$ cat config.mk
export PLATFORM = sky130hd
export DESIGN_NAME = wave_header_parser
export DESIGN_NICKNAME = d
export VERILOG_FILES = /design/src/rtl/whp_pkg.sv /design/src/rtl/wave_header_parser.sv /design/src/rtl/whp_core.sv /design/src/rtl/whp_out_reg.sv
export SDC_FILE = /design/constraint.sdc
export NUM_CORES = 1
export LEC_CHECK = 0
export BUFFER_PORTS_ARGS = -buffer_cell sky130_fd_sc_hd__clkbuf_2
export CAP_MARGIN = 40
export CORE_UTILIZATION = 55
export DETAILED_ROUTE_END_ITERATION = 16
export PLACE_DENSITY = 0.75
export SYNTH_ARGS = -nofsm -noshare
export SYNTH_HDL_FRONTEND = slang
export SYNTH_SLANG_ARGS = --single-unit
$ cat constraint.sdc
create_clock -name clk -period 15.02 [get_ports clk]
set_input_delay 0 -clock clk [delete_from_list [all_inputs] [get_ports clk]]
set_output_delay 0 -clock clk [all_outputs]
set_load 0.02 [all_outputs]
$ cat src/rtl/whp_pkg.sv
`timescale 1ns / 1ps
// Package for the WAVE header parser: transaction types, status codes,
// magic words and byte-order helpers. Depends on nothing.
package whp_pkg;

	// Status codes of a result.
	localparam logic [2:0] ST_OK          = 3'd0;
	localparam logic [2:0] ST_NO_RIFF     = 3'd1;
	localparam logic [2:0] ST_NO_WAVE     = 3'd2;
	localparam logic [2:0] ST_NO_FMT      = 3'd3;
	localparam logic [2:0] ST_NO_DATA     = 3'd4;
	localparam logic [2:0] ST_UNSUPPORTED = 3'd5;

	// Sample format classes.
	localparam logic [1:0] FMT_MONO8    = 2'd0;
	localparam logic [1:0] FMT_STEREO8  = 2'd1;
	localparam logic [1:0] FMT_MONO16   = 2'd2;
	localparam logic [1:0] FMT_STEREO16 = 2'd3;

	// Magic words as they appear in the byte stream, first byte high.
	localparam logic [31:0] MAGIC_RIFF = 32'h5249_4646;
	localparam logic [31:0] MAGIC_WAVE = 32'h5741_5645;
	localparam logic [31:0] MAGIC_FMT  = 32'h666D_7420;
	localparam logic [31:0] MAGIC_DATA = 32'h6461_7461;

	// Input transaction: one byte of the file.
	typedef struct packed {
		logic [7:0] byte_in;
		logic       last;
	} in_t;

	// Result transaction.
	typedef struct packed {
		logic [2:0]  status;
		logic [1:0]  sample_format;
		logic [15:0] channels;
		logic [15:0] bits_per_sample;
		logic [31:0] sample_rate;
		logic [31:0] data_size;
		logic [31:0] data_offset;
		logic [31:0] riff_size;
		logic [15:0] format_tag;
		logic [31:0] byte_rate;
		logic [15:0] block_align;
	} out_t;

	// Little-endian word from a window whose newest byte is lowest.
	function automatic logic [31:0] le32(input logic [31:0] w);
		return {w[7:0], w[15:8], w[23:16], w[31:24]};
	endfunction

	// Little-endian half word from the two newest bytes of a window.
	function automatic logic [15:0] le16(input logic [31:0] w);
		return {w[7:0], w[15:8]};
	endfunction

endpackage

$ cat src/rtl/wave_header_parser.sv
`timescale 1ns / 1ps
// Top level of the WAVE header parser: byte channel in, one result per file out.
// Depends on whp_pkg, whp_core and whp_out_reg.
//
//   channel   handshake                   payload
//   item      item_valid / item_ready     whp_pkg::in_t  (byte_in, last)
//   result    result_valid / result_ready whp_pkg::out_t (status and fields)
//
// One byte is taken every cycle unless stalled; its result, if any, enters the
// result register next cycle. Bytes stall only while a result waits in that
// register and the consumer holds result_ready low. Reset (arst_n low) puts
// the parser at the start of a file and empties the result register.
module wave_header_parser (
	input  logic          clk,
	input  logic          arst_n,
	input  logic          item_valid,
	output logic          item_ready,
	input  whp_pkg::in_t  item,
	output logic          result_valid,
	input  logic          result_ready,
	output whp_pkg::out_t result
);

	logic          accept;
	logic          res_valid;
	whp_pkg::out_t res;

	// A byte transaction completes when the result register has room.
	assign accept = item_valid && item_ready;

	whp_core u_core (
		.clk       (clk),
		.arst_n    (arst_n),
		.accept    (accept),
		.item      (item),
		.res_valid (res_valid),
		.res       (res)
	);

	whp_out_reg u_out (
		.clk          (clk),
		.arst_n       (arst_n),
		.load         (accept && res_valid),
		.load_data    (res),
		.can_load     (item_ready),
		.result_valid (result_valid),
		.result_ready (result_ready),
		.result       (result)
	);

endmodule

$ cat src/rtl/whp_core.sv
`timescale 1ns / 1ps
// Parser state, field capture and result formation for one byte per cycle while accept is high.
// Depends on whp_pkg.
module whp_core (
	input  logic          clk,
	input  logic          arst_n,
	input  logic          accept,
	input  whp_pkg::in_t  item,
	output logic          res_valid,
	output whp_pkg::out_t res
);

	localparam logic [1:0] PH_HEADER = 2'd0;
	localparam logic [1:0] PH_SEARCH = 2'd1;
	localparam logic [1:0] PH_SIZE   = 2'd2;
	localparam logic [1:0] PH_SKIP   = 2'd3;

	logic [1:0]  phase_q, phase_n;
	logic [31:0] position_q, position_n, pos_inc;
	logic [31:0] window_q, window_n;
	logic [1:0]  size_count_q, size_count_n;
	logic [31:0] riff_size_q, riff_size_n;
	logic [15:0] format_tag_q, format_tag_n;
	logic [15:0] channels_q, channels_n;
	logic [31:0] rate_q, rate_n;
	logic [31:0] byte_rate_q, byte_rate_n;
	logic [15:0] block_align_q, block_align_n;
	logic [15:0] bits_q, bits_n;
	logic [31:0] data_size_q, data_size_n;
	logic [31:0] offset_q, offset_n;
	logic        done;
	logic [2:0]  st;
	logic        fmt_ok;

	// Next-state logic for one accepted byte.
	always_comb begin
		window_n      = {window_q[23:0], item.byte_in};
		phase_n       = phase_q;
		size_count_n  = size_count_q;
		riff_size_n   = riff_size_q;
		format_tag_n  = format_tag_q;
		channels_n    = channels_q;
		rate_n        = rate_q;
		byte_rate_n   = byte_rate_q;
		block_align_n = block_align_q;
		bits_n        = bits_q;
		data_size_n   = data_size_q;
		offset_n      = offset_q;
		done          = 1'b0;
		st            = whp_pkg::ST_OK;
		pos_inc       = (position_q == 32'hFFFF_FFFF) ? position_q : position_q + 32'd1;
		fmt_ok        = ((bits_q == 16'd8) || (bits_q == 16'd16)) &&
		                ((channels_q == 16'd1) || (channels_q == 16'd2));

		case (phase_q)
			PH_HEADER: begin
				case (position_q)
					32'd3: begin
						if (window_n != whp_pkg::MAGIC_RIFF) begin
							st   = whp_pkg::ST_NO_RIFF;
							done = 1'b1;
						end
					end
					32'd7:  riff_size_n = whp_pkg::le32(window_n);
					32'd11: begin
						if (window_n != whp_pkg::MAGIC_WAVE) begin
							st   = whp_pkg::ST_NO_WAVE;
							done = 1'b1;
						end
					end
					32'd15: begin
						if (window_n != whp_pkg::MAGIC_FMT) begin
							st   = whp_pkg::ST_NO_FMT;
							done = 1'b1;
						end
					end
					32'd21: format_tag_n  = whp_pkg::le16(window_n);
					32'd23: channels_n    = whp_pkg::le16(window_n);
					32'd27: rate_n        = whp_pkg::le32(window_n);
					32'd31: byte_rate_n   = whp_pkg::le32(window_n);
					32'd33: block_align_n = whp_pkg::le16(window_n);
					32'd35: begin
						bits_n  = whp_pkg::le16(window_n);
						phase_n = PH_SEARCH;
					end
					default: ;
				endcase
			end
			PH_SEARCH: begin
				// The window must lie wholly past the header.
				if ((position_q >= 32'd39) && !item.last &&
				    (window_n == whp_pkg::MAGIC_DATA)) begin
					phase_n      = PH_SIZE;
					size_count_n = 2'd0;
				end
			end
			PH_SIZE: begin
				if (size_count_q == 2'd3) begin
					data_size_n = whp_pkg::le32(window_n);
					offset_n    = pos_inc;
					st          = fmt_ok ? whp_pkg::ST_OK : whp_pkg::ST_UNSUPPORTED;
					done        = 1'b1;
				end else begin
					size_count_n = size_count_q + 2'd1;
				end
			end
			default: ;
		endcase

		// Result formation: a finished header, or an end before one.
		res_valid = 1'b0;
		res       = '0;
		if (done) begin
			phase_n   = PH_SKIP;
			res_valid = 1'b1;
		end else if (item.last && (phase_n != PH_SKIP)) begin
			data_size_n = '0;
			offset_n    = '0;
			st          = whp_pkg::ST_NO_DATA;
			res_valid   = 1'b1;
		end
		res.status          = st;
		res.channels        = channels_n;
		res.bits_per_sample = bits_n;
		res.sample_rate     = rate_n;
		res.data_size       = data_size_n;
		res.data_offset     = offset_n;
		res.riff_size       = riff_size_n;
		res.format_tag      = format_tag_n;
		res.byte_rate       = byte_rate_n;
		res.block_align     = block_align_n;
		if (st == whp_pkg::ST_OK) begin
			case ({bits_n == 16'd16, channels_n == 16'd2})
				2'b00:   res.sample_format = whp_pkg::FMT_MONO8;
				2'b01:   res.sample_format = whp_pkg::FMT_STEREO8;
				2'b10:   res.sample_format = whp_pkg::FMT_MONO16;
				default: res.sample_format = whp_pkg::FMT_STEREO16;
			endcase
		end
		position_n = pos_inc;

		// The last byte of a file re-arms the parser.
		if (item.last) begin
			phase_n       = PH_HEADER;
			position_n    = '0;
			window_n      = '0;
			size_count_n  = '0;
			riff_size_n   = '0;
			format_tag_n  = '0;
			channels_n    = '0;
			rate_n        = '0;
			byte_rate_n   = '0;
			block_align_n = '0;
			bits_n        = '0;
			data_size_n   = '0;
			offset_n      = '0;
		end
	end

	// Parser state registers, updated on each accepted byte.
	always_ff @(posedge clk or negedge arst_n) begin
		if (!arst_n) begin
			phase_q       <= PH_HEADER;
			position_q    <= '0;
			window_q      <= '0;
			size_count_q  <= '0;
			riff_size_q   <= '0;
			format_tag_q  <= '0;
			channels_q    <= '0;
			rate_q        <= '0;
			byte_rate_q   <= '0;
			block_align_q <= '0;
			bits_q        <= '0;
			data_size_q   <= '0;
			offset_q      <= '0;
		end else if (accept) begin
			phase_q       <= phase_n;
			position_q    <= position_n;
			window_q      <= window_n;
			size_count_q  <= size_count_n;
			riff_size_q   <= riff_size_n;
			format_tag_q  <= format_tag_n;
			channels_q    <= channels_n;
			rate_q        <= rate_n;
			byte_rate_q   <= byte_rate_n;
			block_align_q <= block_align_n;
			bits_q        <= bits_n;
			data_size_q   <= data_size_n;
			offset_q      <= offset_n;
		end
	end

endmodule

$ cat src/rtl/whp_out_reg.sv
`timescale 1ns / 1ps
// Result register with valid/ready handshake toward the consumer.
// Depends on whp_pkg.
module whp_out_reg (
	input  logic          clk,
	input  logic          arst_n,
	input  logic          load,
	input  whp_pkg::out_t load_data,
	output logic          can_load,
	output logic          result_valid,
	input  logic          result_ready,
	output whp_pkg::out_t result
);

	logic          valid_q;
	whp_pkg::out_t data_q;

	// A new result may enter when the register is empty or being drained.
	assign can_load     = !valid_q || result_ready;
	assign result_valid = valid_q;
	assign result       = data_q;

	// Valid flag.
	always_ff @(posedge clk or negedge arst_n) begin
		if (!arst_n) begin
			valid_q <= 1'b0;
		end else if (can_load) begin
			valid_q <= load;
		end
	end

	// Payload holds until a new result is loaded.
	always_ff @(posedge clk) begin
		if (can_load && load) begin
			data_q <= load_data;
		end
	end

endmodule

## Word-level counts from Yosys, hierarchy flattened

Index checks and enable logic that the tools add are counted.

- Bits in registers: 514
- Word-level logic and storage cells: 135
- Output and inout bits: 231

- Muxes and demuxes: 61
- Add/subtract/negate cells: 2
- $lt $le $gt $ge: 1
- Equality and inequality tests: 29
- Reduce and logical (&&, ||, !) cells: 17

Operator list:

| operator | count |
|---|---|
| $mux W32 | 21 |
| $mux W16 | 12 |
| $eq A32 B5 Y1 const B | 4 |
| $ne A32 B31 Y1 const B | 3 |
| $eq A32 B4 Y1 const B | 2 |
| $eq A32 B6 Y1 const B | 2 |
| $add A32 B1 Y32 const B | 1 |
| $eq A16 B2 Y1 const B | 2 |
| $eq A16 B5 Y1 const B | 2 |
| $eq A32 B2 Y1 const B | 1 |
| $eq A32 B3 Y1 const B | 1 |
| $eq A32 B31 Y1 const B | 1 |
| $eq A32 B32 Y1 const B | 1 |
| $ge A32 B6 Y1 const B | 1 |
| $mux W24 | 1 |
| $mux W2 | 9 |
| $eq A16 B1 Y1 const B | 1 |
| $eq A16 B4 Y1 const B | 1 |
| $mux W3 | 4 |
| $pmux W3 S3 | 1 |
| $pmux W2 S2 | 2 |
| $logic_and A1 B1 Y1 | 7 |
| $mux W1 | 7 |
| $eq A2 B2 Y1 const B | 3 |
| other kinds (15) | 20 |

## Longest topological paths before layout

Gate-level depths: netlist of the first run.

- Depth in word-level cells: 11
- Mapped depth: 10
- Gate-level depth less buffers: 7

## By module

From an unflattened synthesis of the first run, not the netlist that was laid out.

- Cell total of the unflattened synthesis: 1866
- Area, all modules: 23176.0 um^2

Modules (own cells, without submodules):

| module | cells each | instances | seq. area each (um^2) | area an instance (um^2) |
|---|---|---|---|---|
| whp_core | 1631 | 1 | 7106.8 | 16233.1 |
| whp_out_reg | 233 | 1 | 6901.6 | 6930.4 |
| wave_header_parser | 2 | 1 | 0.0 | 12.5 |

## Worst setup path after synthesis of the first run

OpenSTA, ideal clock, no wires.

- Kind: reg-to-reg
- From: reg u_core.position_q[0]
- To: reg u_out.data_q, in the netlist u_out.result[0] (enable)
- Library setup time: 0.894 ns
- Clock period less this slack: 13.779 ns
- Cell stages (with the launch flop): 10
- Path buffers: 2
- Slack: 1.241 ns
- Arrival time: 12.885 ns
- Cells stage by stage: dfrtp_1 > ha_1 > clkbuf_1 > and3_1 > nand2_1 > or3_1 > a2bb2oi_1 > a21o_1 > clkbuf_1 > a21oi_1

- Longest elaborated chain between the ends: 11
- Elaborated cells on any way between the ends: 18
- Classes of those cells: order compare (1); eq/ne (5); mux (7); reduce/logical (5)

Ends and longest elaborated chain:

| what | line | text |
|---|---|---|
| start, declared | whp_core.sv:19 | `logic [31:0] position_q, position_n, pos_inc;` |
| start signal, assigned | whp_core.sv:178 | `position_q <= position_n;` |
| $ge A32 B6 Y1 | whp_core.sv:91 | `if ((position_q >= 32'd39) && !item.last &&` |
| $logic_and A1 B1 Y1 (2 in series) | whp_core.sv:91 |  |
| $mux W2 | whp_core.sv:91 |  |
| $pmux W2 S2 | whp_core.sv:55 | `case (phase_q)` |
| $ne A2 B2 Y1 | whp_core.sv:116 | `end else if (item.last && (phase_n != PH_SKIP)) begin` |
| $logic_and A1 B1 Y1 | whp_core.sv:116 |  |
| $mux W1 | whp_core.sv:116 |  |
| $mux W1 (*) | whp_core.sv:113 | `if (done) begin` |
| $logic_and A1 B1 Y1 (*) | wave_header_parser.sv:43 | `.load (accept && res_valid),` |
| $logic_and A1 B1 Y1 (*) | whp_out_reg.sv:34 | `if (can_load && load) begin` |
| end signal, assigned | whp_out_reg.sv:35 | `data_q <= load_data;` |
| end, declared | whp_out_reg.sv:16 | `whp_pkg::out_t data_q;` |

Every way passes the cells marked *; elsewhere a longest branch is shown, timed or not.
A chain may end at the register's enable or synchronous reset.

## Worst setup path after layout of the first run

- From: reg u_core.position_q[0]
- To: reg u_out.data_q, in the netlist u_out.result[89] (enable)

Same word-level chain as after synthesis.

==> summary.md, run 1 <==
| Metric | Value |
|---|---|
| Outcome | complete, no violations |
| Max layer used | met4 |
| Die Area | approximately 0.043 mm^2 |
| MaxCap Viol Count | 0 |
| Die height | around 210 um |
| Critical path class | flop to flop |
| Clk slew on worst S/H paths | around 0.070 ns |
| Number of nets at the end of the flow | between 2000 and 2500 |
| EDFF count, synth | about 230 |
| First-pass GRT wire length | 100000 um |
| Mapped Area | about 0.023 mm^2 |
| Crit path to | u_out.result[89]$_DFFE_PP_ |
| Via count | approximately 18000 |
| Area contributors post-synth | dfrtp_1, edfxtp_1, nand2_1 |
| Fin Hold WS | 0.0337 ns |
| Clock Tree Buf Depth | 3 |
| Clk_skew | around 0.015 ns |
| Yosys top cell area share | 30.6% |
| Asr flop ratio synth | around 55% |
| Fin. max-slew vios | 0 |
| Row cnt | 75 |
| Fin Setup TNS | 0 ns |
| Io pins | between 200 and 250 |
| Largest net degree at the start of global routing | between 150 and 200 |
| Ys Warns | 0 |
| Initial Util | approximately 56% |
| Core area | 0.0419 mm^2 |
| Mean Syn Cell Area | 11.4 um^2 |
| R2r startpoint | u_core.position_q[0]$_DFFE_PN0P_ |
| Layout cells sized above 1 | between 20% and 30% |
| Top-count cell post-synth | nand2_1 |
| Routed Wire Length | about 64000 um |
| Clock latency on the worst-skew pair | approximately 0.59 ns |
| Post-CTS Setup Repair Bufs | 0 |
| Net count after synthesis | 2055 |
| Worst-margin pin slew | about 1.0 ns |
| WL/cell | approximately 23 um |
| # DRC | 0 |
| Sequential area share after synthesis | about 60% |
| Overall power | 0.00347 W |
| Final Hold Vio Count | 0 |
| Pwr/cell area | 130 mW/mm^2 |
| Total clock sinks | 514 |
| Detailed Place HPWL | approximately 39000 um |
| Most frequent cells after synthesis | nand2_1, dfrtp_1, edfxtp_1 |
| Met1 Routed Length | about 28000 um |
| Crit. Startpoint | u_core.position_q[0]$_DFFE_PN0P_ |
| Reg2reg setup slack | approximately 11 ns |
| GRT Overall Usage | a little under 30% |
| Vias in the first global route | 17000 |
| Met2 routed WL | between 20000 and 30000 um |
| Largest area contributor in the netlist | dfrtp_1 |
| CP Capture Type | flop |
| Max VDD drop | around 0.083 mV |
| DR WL met3 | ~4600 um |
| Routed Antenna Nets | 0 |
| Initial DRC Count | just over 2000 |
| Seq cells post-synth | 514 |
| Crit Reg-Reg Endpoint | u_out.result[89]$_DFFE_PP_ |
| Req. time, crit path | between 15 and 20 ns |
| Gr ovfl total | 0 |
| Slew headroom | a little under a third |
| 1st-pass router iterations | 6 |
| Routed vias/inst | 6.37 |
| Routability cong. | about 0.89 |
| TritonCTS clock tree | done |
| Worst EP arrival | around 4.2 ns |
| Synth Flop Type | dfrtp_1 |
| Antenna violations before repair | 1 |
| Final Core Density | a little under two thirds |
| Synthesized instance count | ~2000 |
| H-Tree Depth | 2 |
| RSZ-0062 raised after global routing | no |
| Endpoints failing setup | 0 |
| Worst r2r path cells | 10 |
| Critical Path Fanout Max | between 50 and 60 |
| Port Buffers | around 240 |
| CTS Root Cell | clkbuf_16 |
| Setup crit start kind | flop |
| Syn-to-layout area delta | 14.2% |
| Final min period | approximately 4.0 ns |
| Min-Delay Path Class | input pin to flop |
| TritonCTS Buffers | 50 |
| Peak Freq | between 200 and 250 MHz |
| P_leak | roughly 12 nW |
| Netlist cell types | 70 |
| Final Cycle Share | a little over a quarter |
| Chip Width | around 210 um |
## sequential cells by signal (all words and copies together), names as in the netlist
| signal | count |
|---|---|
| u_core.position_q | 32 |
| u_core.block_align_q | 16 |
| u_core.phase_q | 2 |
| u_core.rate_q | 32 |
| u_core.channels_q | 16 |
| u_core.bits_q | 16 |
| u_core.window_q | 24 |
| u_core.data_size_q | 32 |
| u_core.format_tag_q | 16 |
| u_core.riff_size_q | 32 |
| u_core.size_count_q | 2 |
| u_core.offset_q | 32 |
| u_out.result_valid | 1 |
| u_out.result | 229 |
| u_core.byte_rate_q | 32 |
## placed cells by master, fill, tap and decap left out, types with 23 or more instances in the layout
cell type / netlist / routed
nand2_1: 425 / 424
dfrtp_1: 285 / 285
clkbuf_2: 0 / 241
edfxtp_1: 229 / 229
o21ai_0: 128 / 127
a22o_1: 103 / 103
a21oi_1: 72 / 71
o221ai_1: 64 / 64
nor2_1: 63 / 60
mux2_4: 59 / 59
mux2i_1: 54 / 54
clkbuf_16: 0 / 52
a22oi_1: 51 / 51
mux2_2: 35 / 35
nor4_1: 31 / 31
nor3_1: 29 / 29
buf_4: 3 / 28
nand3_1: 23 / 23
## power breakdown
group	internal, W	switching [W]
logic	0.000139	0.000291
registers	0.00161	0.000102
clock network	0.000789	0.000547
## metal layers
| layer | track usage (%) | vias to the layer above |
|---|---|---|
| li1 | - | 7794 |
| met1 | 43.1 | 8906 |
| met2 | 46.0 | 808 |
| met3 | 4.50 | 125 |
| met4 | 9.91 | 0 |
| met5 | 0 | - |
## worst min path at each step
stage                  from                               to  slack (ns)  cells past startpoint
floorplan            arst_n     u_core.bits_q[0]$_DFFE_PN0P_       -0.30                      0
global placement     arst_n  u_core.offset_q[24]$_DFFE_PN0P_        0.18                      1
detailed placement   arst_n  u_core.offset_q[24]$_DFFE_PN0P_        0.17                      1
CTS                 item[1]   u_core.window_q[0]$_DFFE_PN0P_       0.007                      3
global route        item[8]   u_core.window_q[7]$_DFFE_PN0P_        0.05                      3
finish              item[8]   u_core.window_q[7]$_DFFE_PN0P_        0.03                      3
## area by class of cell
cell class,count,area (um^2)
repair buffers,281,1600
fillers,3158,15300
clock inverters,24,342
inverters,9,33.8
clock buffers,68,1390
flip-flops and latches,514,14000
diodes,1,2.50
multi-input cells,1330,8600
well taps,539,674
## cell families (layout without fill, tap and decap cells)
kind of cell | count (synthesis) | in the layout | share of synthesized area [%]
AOI/OAI and AO/OA | 496 | 496 | 14.7
xor gates and xnor gates | 15 | 15 | 0.563
adders and majority gates | 3 | 3 | 0.161
buffers and inverters | 195 | 382 | 3.37
DFF | 514 | 514 | 60.0
muxes | 148 | 148 | 7.80
other | 0 | 1 | 0
and+or+nand+nor | 668 | 668 | 13.4
## through the flow
stage	std cells	instance area (um^2)	setup slack, ns
floorplan	2039	23300	1.24
global placement	2662	24800	10.98
detailed placement	2668	24900	11.04
CTS	2765	26600	11.03
global route	2765	26600	10.75
finish	2766	26600	10.99
## worst max-delay path, cell delays in order (launching register included)
cell and delay [ns]:
dfrtp_1 0.48, ha_1 0.46, and3_1 0.32, nand2_1 0.06, or3_1 0.34, a2bb2oi_1 0.18
a21o_2 0.26, a21oi_4 0.12, buf_4 0.44, buf_12 0.31, buf_4 0.63
## timing repair
action,4_1_cts,5_1_grt
endpoints found under the hold margin,125,0
resized for setup,0,0
hold buffers,5,0
Power figures use the tool's default switching activity.
==> inputs of run 2 (changes only) <==
--- a/config.mk
+++ b/config.mk
@@ -7,9 +7,9 @@
 export LEC_CHECK = 0
 export BUFFER_PORTS_ARGS = -buffer_cell sky130_fd_sc_hd__clkbuf_2
 export CAP_MARGIN = 40
-export CORE_UTILIZATION = 55
+export CORE_UTILIZATION = 53
 export DETAILED_ROUTE_END_ITERATION = 16
-export PLACE_DENSITY = 0.75
+export PLACE_DENSITY = 0.76
 export SYNTH_ARGS = -nofsm -noshare
 export SYNTH_HDL_FRONTEND = slang
 export SYNTH_SLANG_ARGS = --single-unit
==> constraint.sdc (replaced) <==
create_clock -name clk -period 3.43 [get_ports clk]
set_input_delay 0 -clock clk [delete_from_list [all_inputs] [get_ports clk]]
set_output_delay 0 -clock clk [all_outputs]
set_load 0.02 [all_outputs]
==> run 2 against run 1 <==
Effect of this change:
- the run now ends with hold timing left
- register-to-register slack worse by 11 ns
- first-iteration DRC count is 14% lower
- flip-flop and latch count stayed put
- utilization down 1.1 points
- clock-buffer cell count up 4
- critical path depth fell by 2
- fmax increased by 20%
- final cell count up 2.7%
- largest cell class unchanged
- largest power group unchanged
==> summary.md, run 2 (synthesis results as in run 1) <==
| Metric | Value |
|---|---|
| TritonCTS Buffers | just over 50 |
| Syn-to-layout area delta | 15.8% |
| Filler Cell Count | approximately 3400 |
| Routed vias/inst | about 6.2 |
| P_leak | 11.7 nW |
| TritonCTS clock tree | done |
| Total clock sinks | 514 |
| Final min period | about 3.4 ns |
| Core area | ~0.043 mm^2 |
| Worst-margin pin slew | around 0.96 ns |
| First-pass GRT wire length | around 100000 um |
| Max reg flops | ~230 |
| Placed cells | ~2700 |
| Final Hold Vio Count | 3 |
| Outcome | finished, violations left |
| Multi-input gate area | roughly 0.0086 mm^2 |
| Vias in the first global route | 17200 |
| Crit-path slowest cell | dlygate4sd3_1 |
| Fin Setup TNS | 0 ns |
| Fin Hold WS | -0.00760 ns |
| H-Tree Depth | 2 |
| RSZ-0062 raised after global routing | no |
| 1st-pass router iterations | 6 |
| Final Core Density | between 60% and 70% |
| Final Cycle Share | a little over nine tenths |
| Kind of cell adding the most delay to the critical path | simple AND/OR/NAND/NOR gates |
| Die Area | ~0.045 mm^2 |
| Commonest non-fill, non-tap cells in the layout | nand2_1, dfrtp_1, clkbuf_2, edfxtp_1, o21ai_0 |
| CP Capture Type | flop |
| Fin. max-slew vios | 0 |
| Most common cell after layout, fill and taps aside | nand2_1 |
| CTS resizes | 0 |
| Sequential cell area | between 0.01 and 0.015 mm^2 |
| Layout cells sized above 1 | between 20% and 30% |
| Pwr/cell area | 561 mW/mm^2 |
| Critical Path Fanout Max | 67 |
| Endpoints failing setup | 0 |
| Routed Wire Length | 65500 um |
| Slew headroom | 35.7% |
| CTS Root Cell | clkbuf_16 |
| Clk_skew | 0.0218 ns |
| Clk slew on worst S/H paths | 0.06 ns |
| Die height | 212 um |
| Clock Tree Buf Depth | 3 |
| # DRC | 0 |
| Setup crit start kind | flop |
| DP Worst Slack | 0.351 ns |
| Max VDD drop | 0.444 mV |
| Peak Freq | ~300 MHz |
| Non-filler cells in the finished layout | 2840 |
| GRT Overall Usage | between 20% and 30% |
| Number of buffers and inverters on the critical path | 2 |
| Clock latency on the worst-skew pair | 0.61 ns |
| Min-Delay Path Class | input pin to asynchronous set/reset pin |
| Io pins | ~240 |
| Number of nets at the end of the flow | roughly 2200 |
| Routed Antenna Nets | 0 |
| Detailed Place HPWL | between 40000 and 50000 um |
| MaxCap Viol Count | 0 |
| Routability cong. | approximately 0.91 |
| Largest net degree at the start of global routing | approximately 110 |
| Worst-path cell chain | nor4bb_1, nand4_1, and4b_1, a2bb2oi_2, a21o_2, buf_12, a31oi_1, dlygate4sd3_1 |
| WL/cell | about 23 um |
| Final worst slack | about 0.08 ns |
| Chip Width | 212 um |
| Failing checks | hold timing |
| Port Buffers | around 240 |
| Slowest Stage Delay on Critical Path | around 0.58 ns |
| Req. time, crit path | about 4 ns |
| Ant. Diodes | 0 |
| Initial Util | between 50% and 60% |
| Initial DRC Count | 1754 |
| Row cnt | between 70 and 80 |
| Via count | between 15000 and 20000 |
| Worst EP arrival | 3.83 ns |
| Gr ovfl total | 0 |
| Critical path class | flop to flop |
| Antenna violations before repair | 1 |
[run 2: cell types whose count changed in the layout (fill, tap and decap cells not counted), moves of 3 or more]
cell,before,now
clkinv_2,7,11
dlygate4sd3_1,5,8
clkbuf_16,52,55
clkinv_1,3,6
buf_4,28,41
buf_12,2,15
bufinv_16,8,4
[run 2: layer usage]
layer	track usage [%]	share of wire, %	vias to the layer above
met5	0	0.020	-
met2	44.7	46	894
met4	12.2	3.6	2
met3	5.13	8.3	141
met1	42.1	42	8845
li1	-	-	7852
[run 2: power breakdown]
| group | internal, W | switching [W] |
|---|---|---|
| Combinational | 0.000649 | 0.00133 |
| Clock | 0.00334 | 0.00240 |
| Sequential | 0.00703 | 0.000411 |
[run 2: worst reg2reg max path: cells and delay by family, from the launching register on]
kind / cells / cell delay [ns]
flip-flops: 1 / 0.56
buffers and inverters: 2 / 0.85
AND/OR/NAND/NOR: 3 / 1.18
AO/OA/AOI/OAI: 3 / 0.64
[run 2: path summary, 6_finish.rpt]
kind                                                       from  slack (ns)                            endpoint  depth (start not counted)
worst min register to register   u_core.offset_q[9]$_DFFE_PN0P_        0.48      u_core.offset_q[9]$_DFFE_PN0P_                          2
max in group asynchronous                                arst_n        2.44  u_core.format_tag_q[2]$_DFFE_PN0P_                          3
worst min-delay path                                     arst_n      -0.008     u_core.offset_q[24]$_DFFE_PN0P_                          2
worst max register to register  u_core.window_q[12]$_DFFE_PN0P_        0.08      u_out.result_valid$_DFFE_PN0N_                          8
min in group clk                                        item[2]        0.04      u_core.window_q[1]$_DFFE_PN0P_                          3
worst max-delay path            u_core.window_q[12]$_DFFE_PN0P_        0.08      u_out.result_valid$_DFFE_PN0N_                          8
[run 2: layout make-up]
type	instances	area share, %
Clock inverter	24	0.861
Inverter	9	0.125
Tap cell	585	2.71
Sequential cell	514	51.8
Multi-Input combinational cell	1330	31.9
Clock buffer	72	5.51
Timing Repair Buffer	306	7.06
[run 2: stage by stage]
step | power (W) | area [um^2]
5_1_grt | 0.0157 | 27000
3_3_place_gp | 0.00940 | 25200
4_1_cts | 0.0152 | 27000
2_1_floorplan | 0.00874 | 23400
6_report | 0.0152 | 27000
3_5_place_dp | 0.00948 | 25200
[run 2: timing repair]
| item | CTS | global route |
|---|---|---|
| buffers inserted | 0 | 0 |
| hold buffers | 8 | 0 |
| hold endpoints to repair | 89 | 0 |
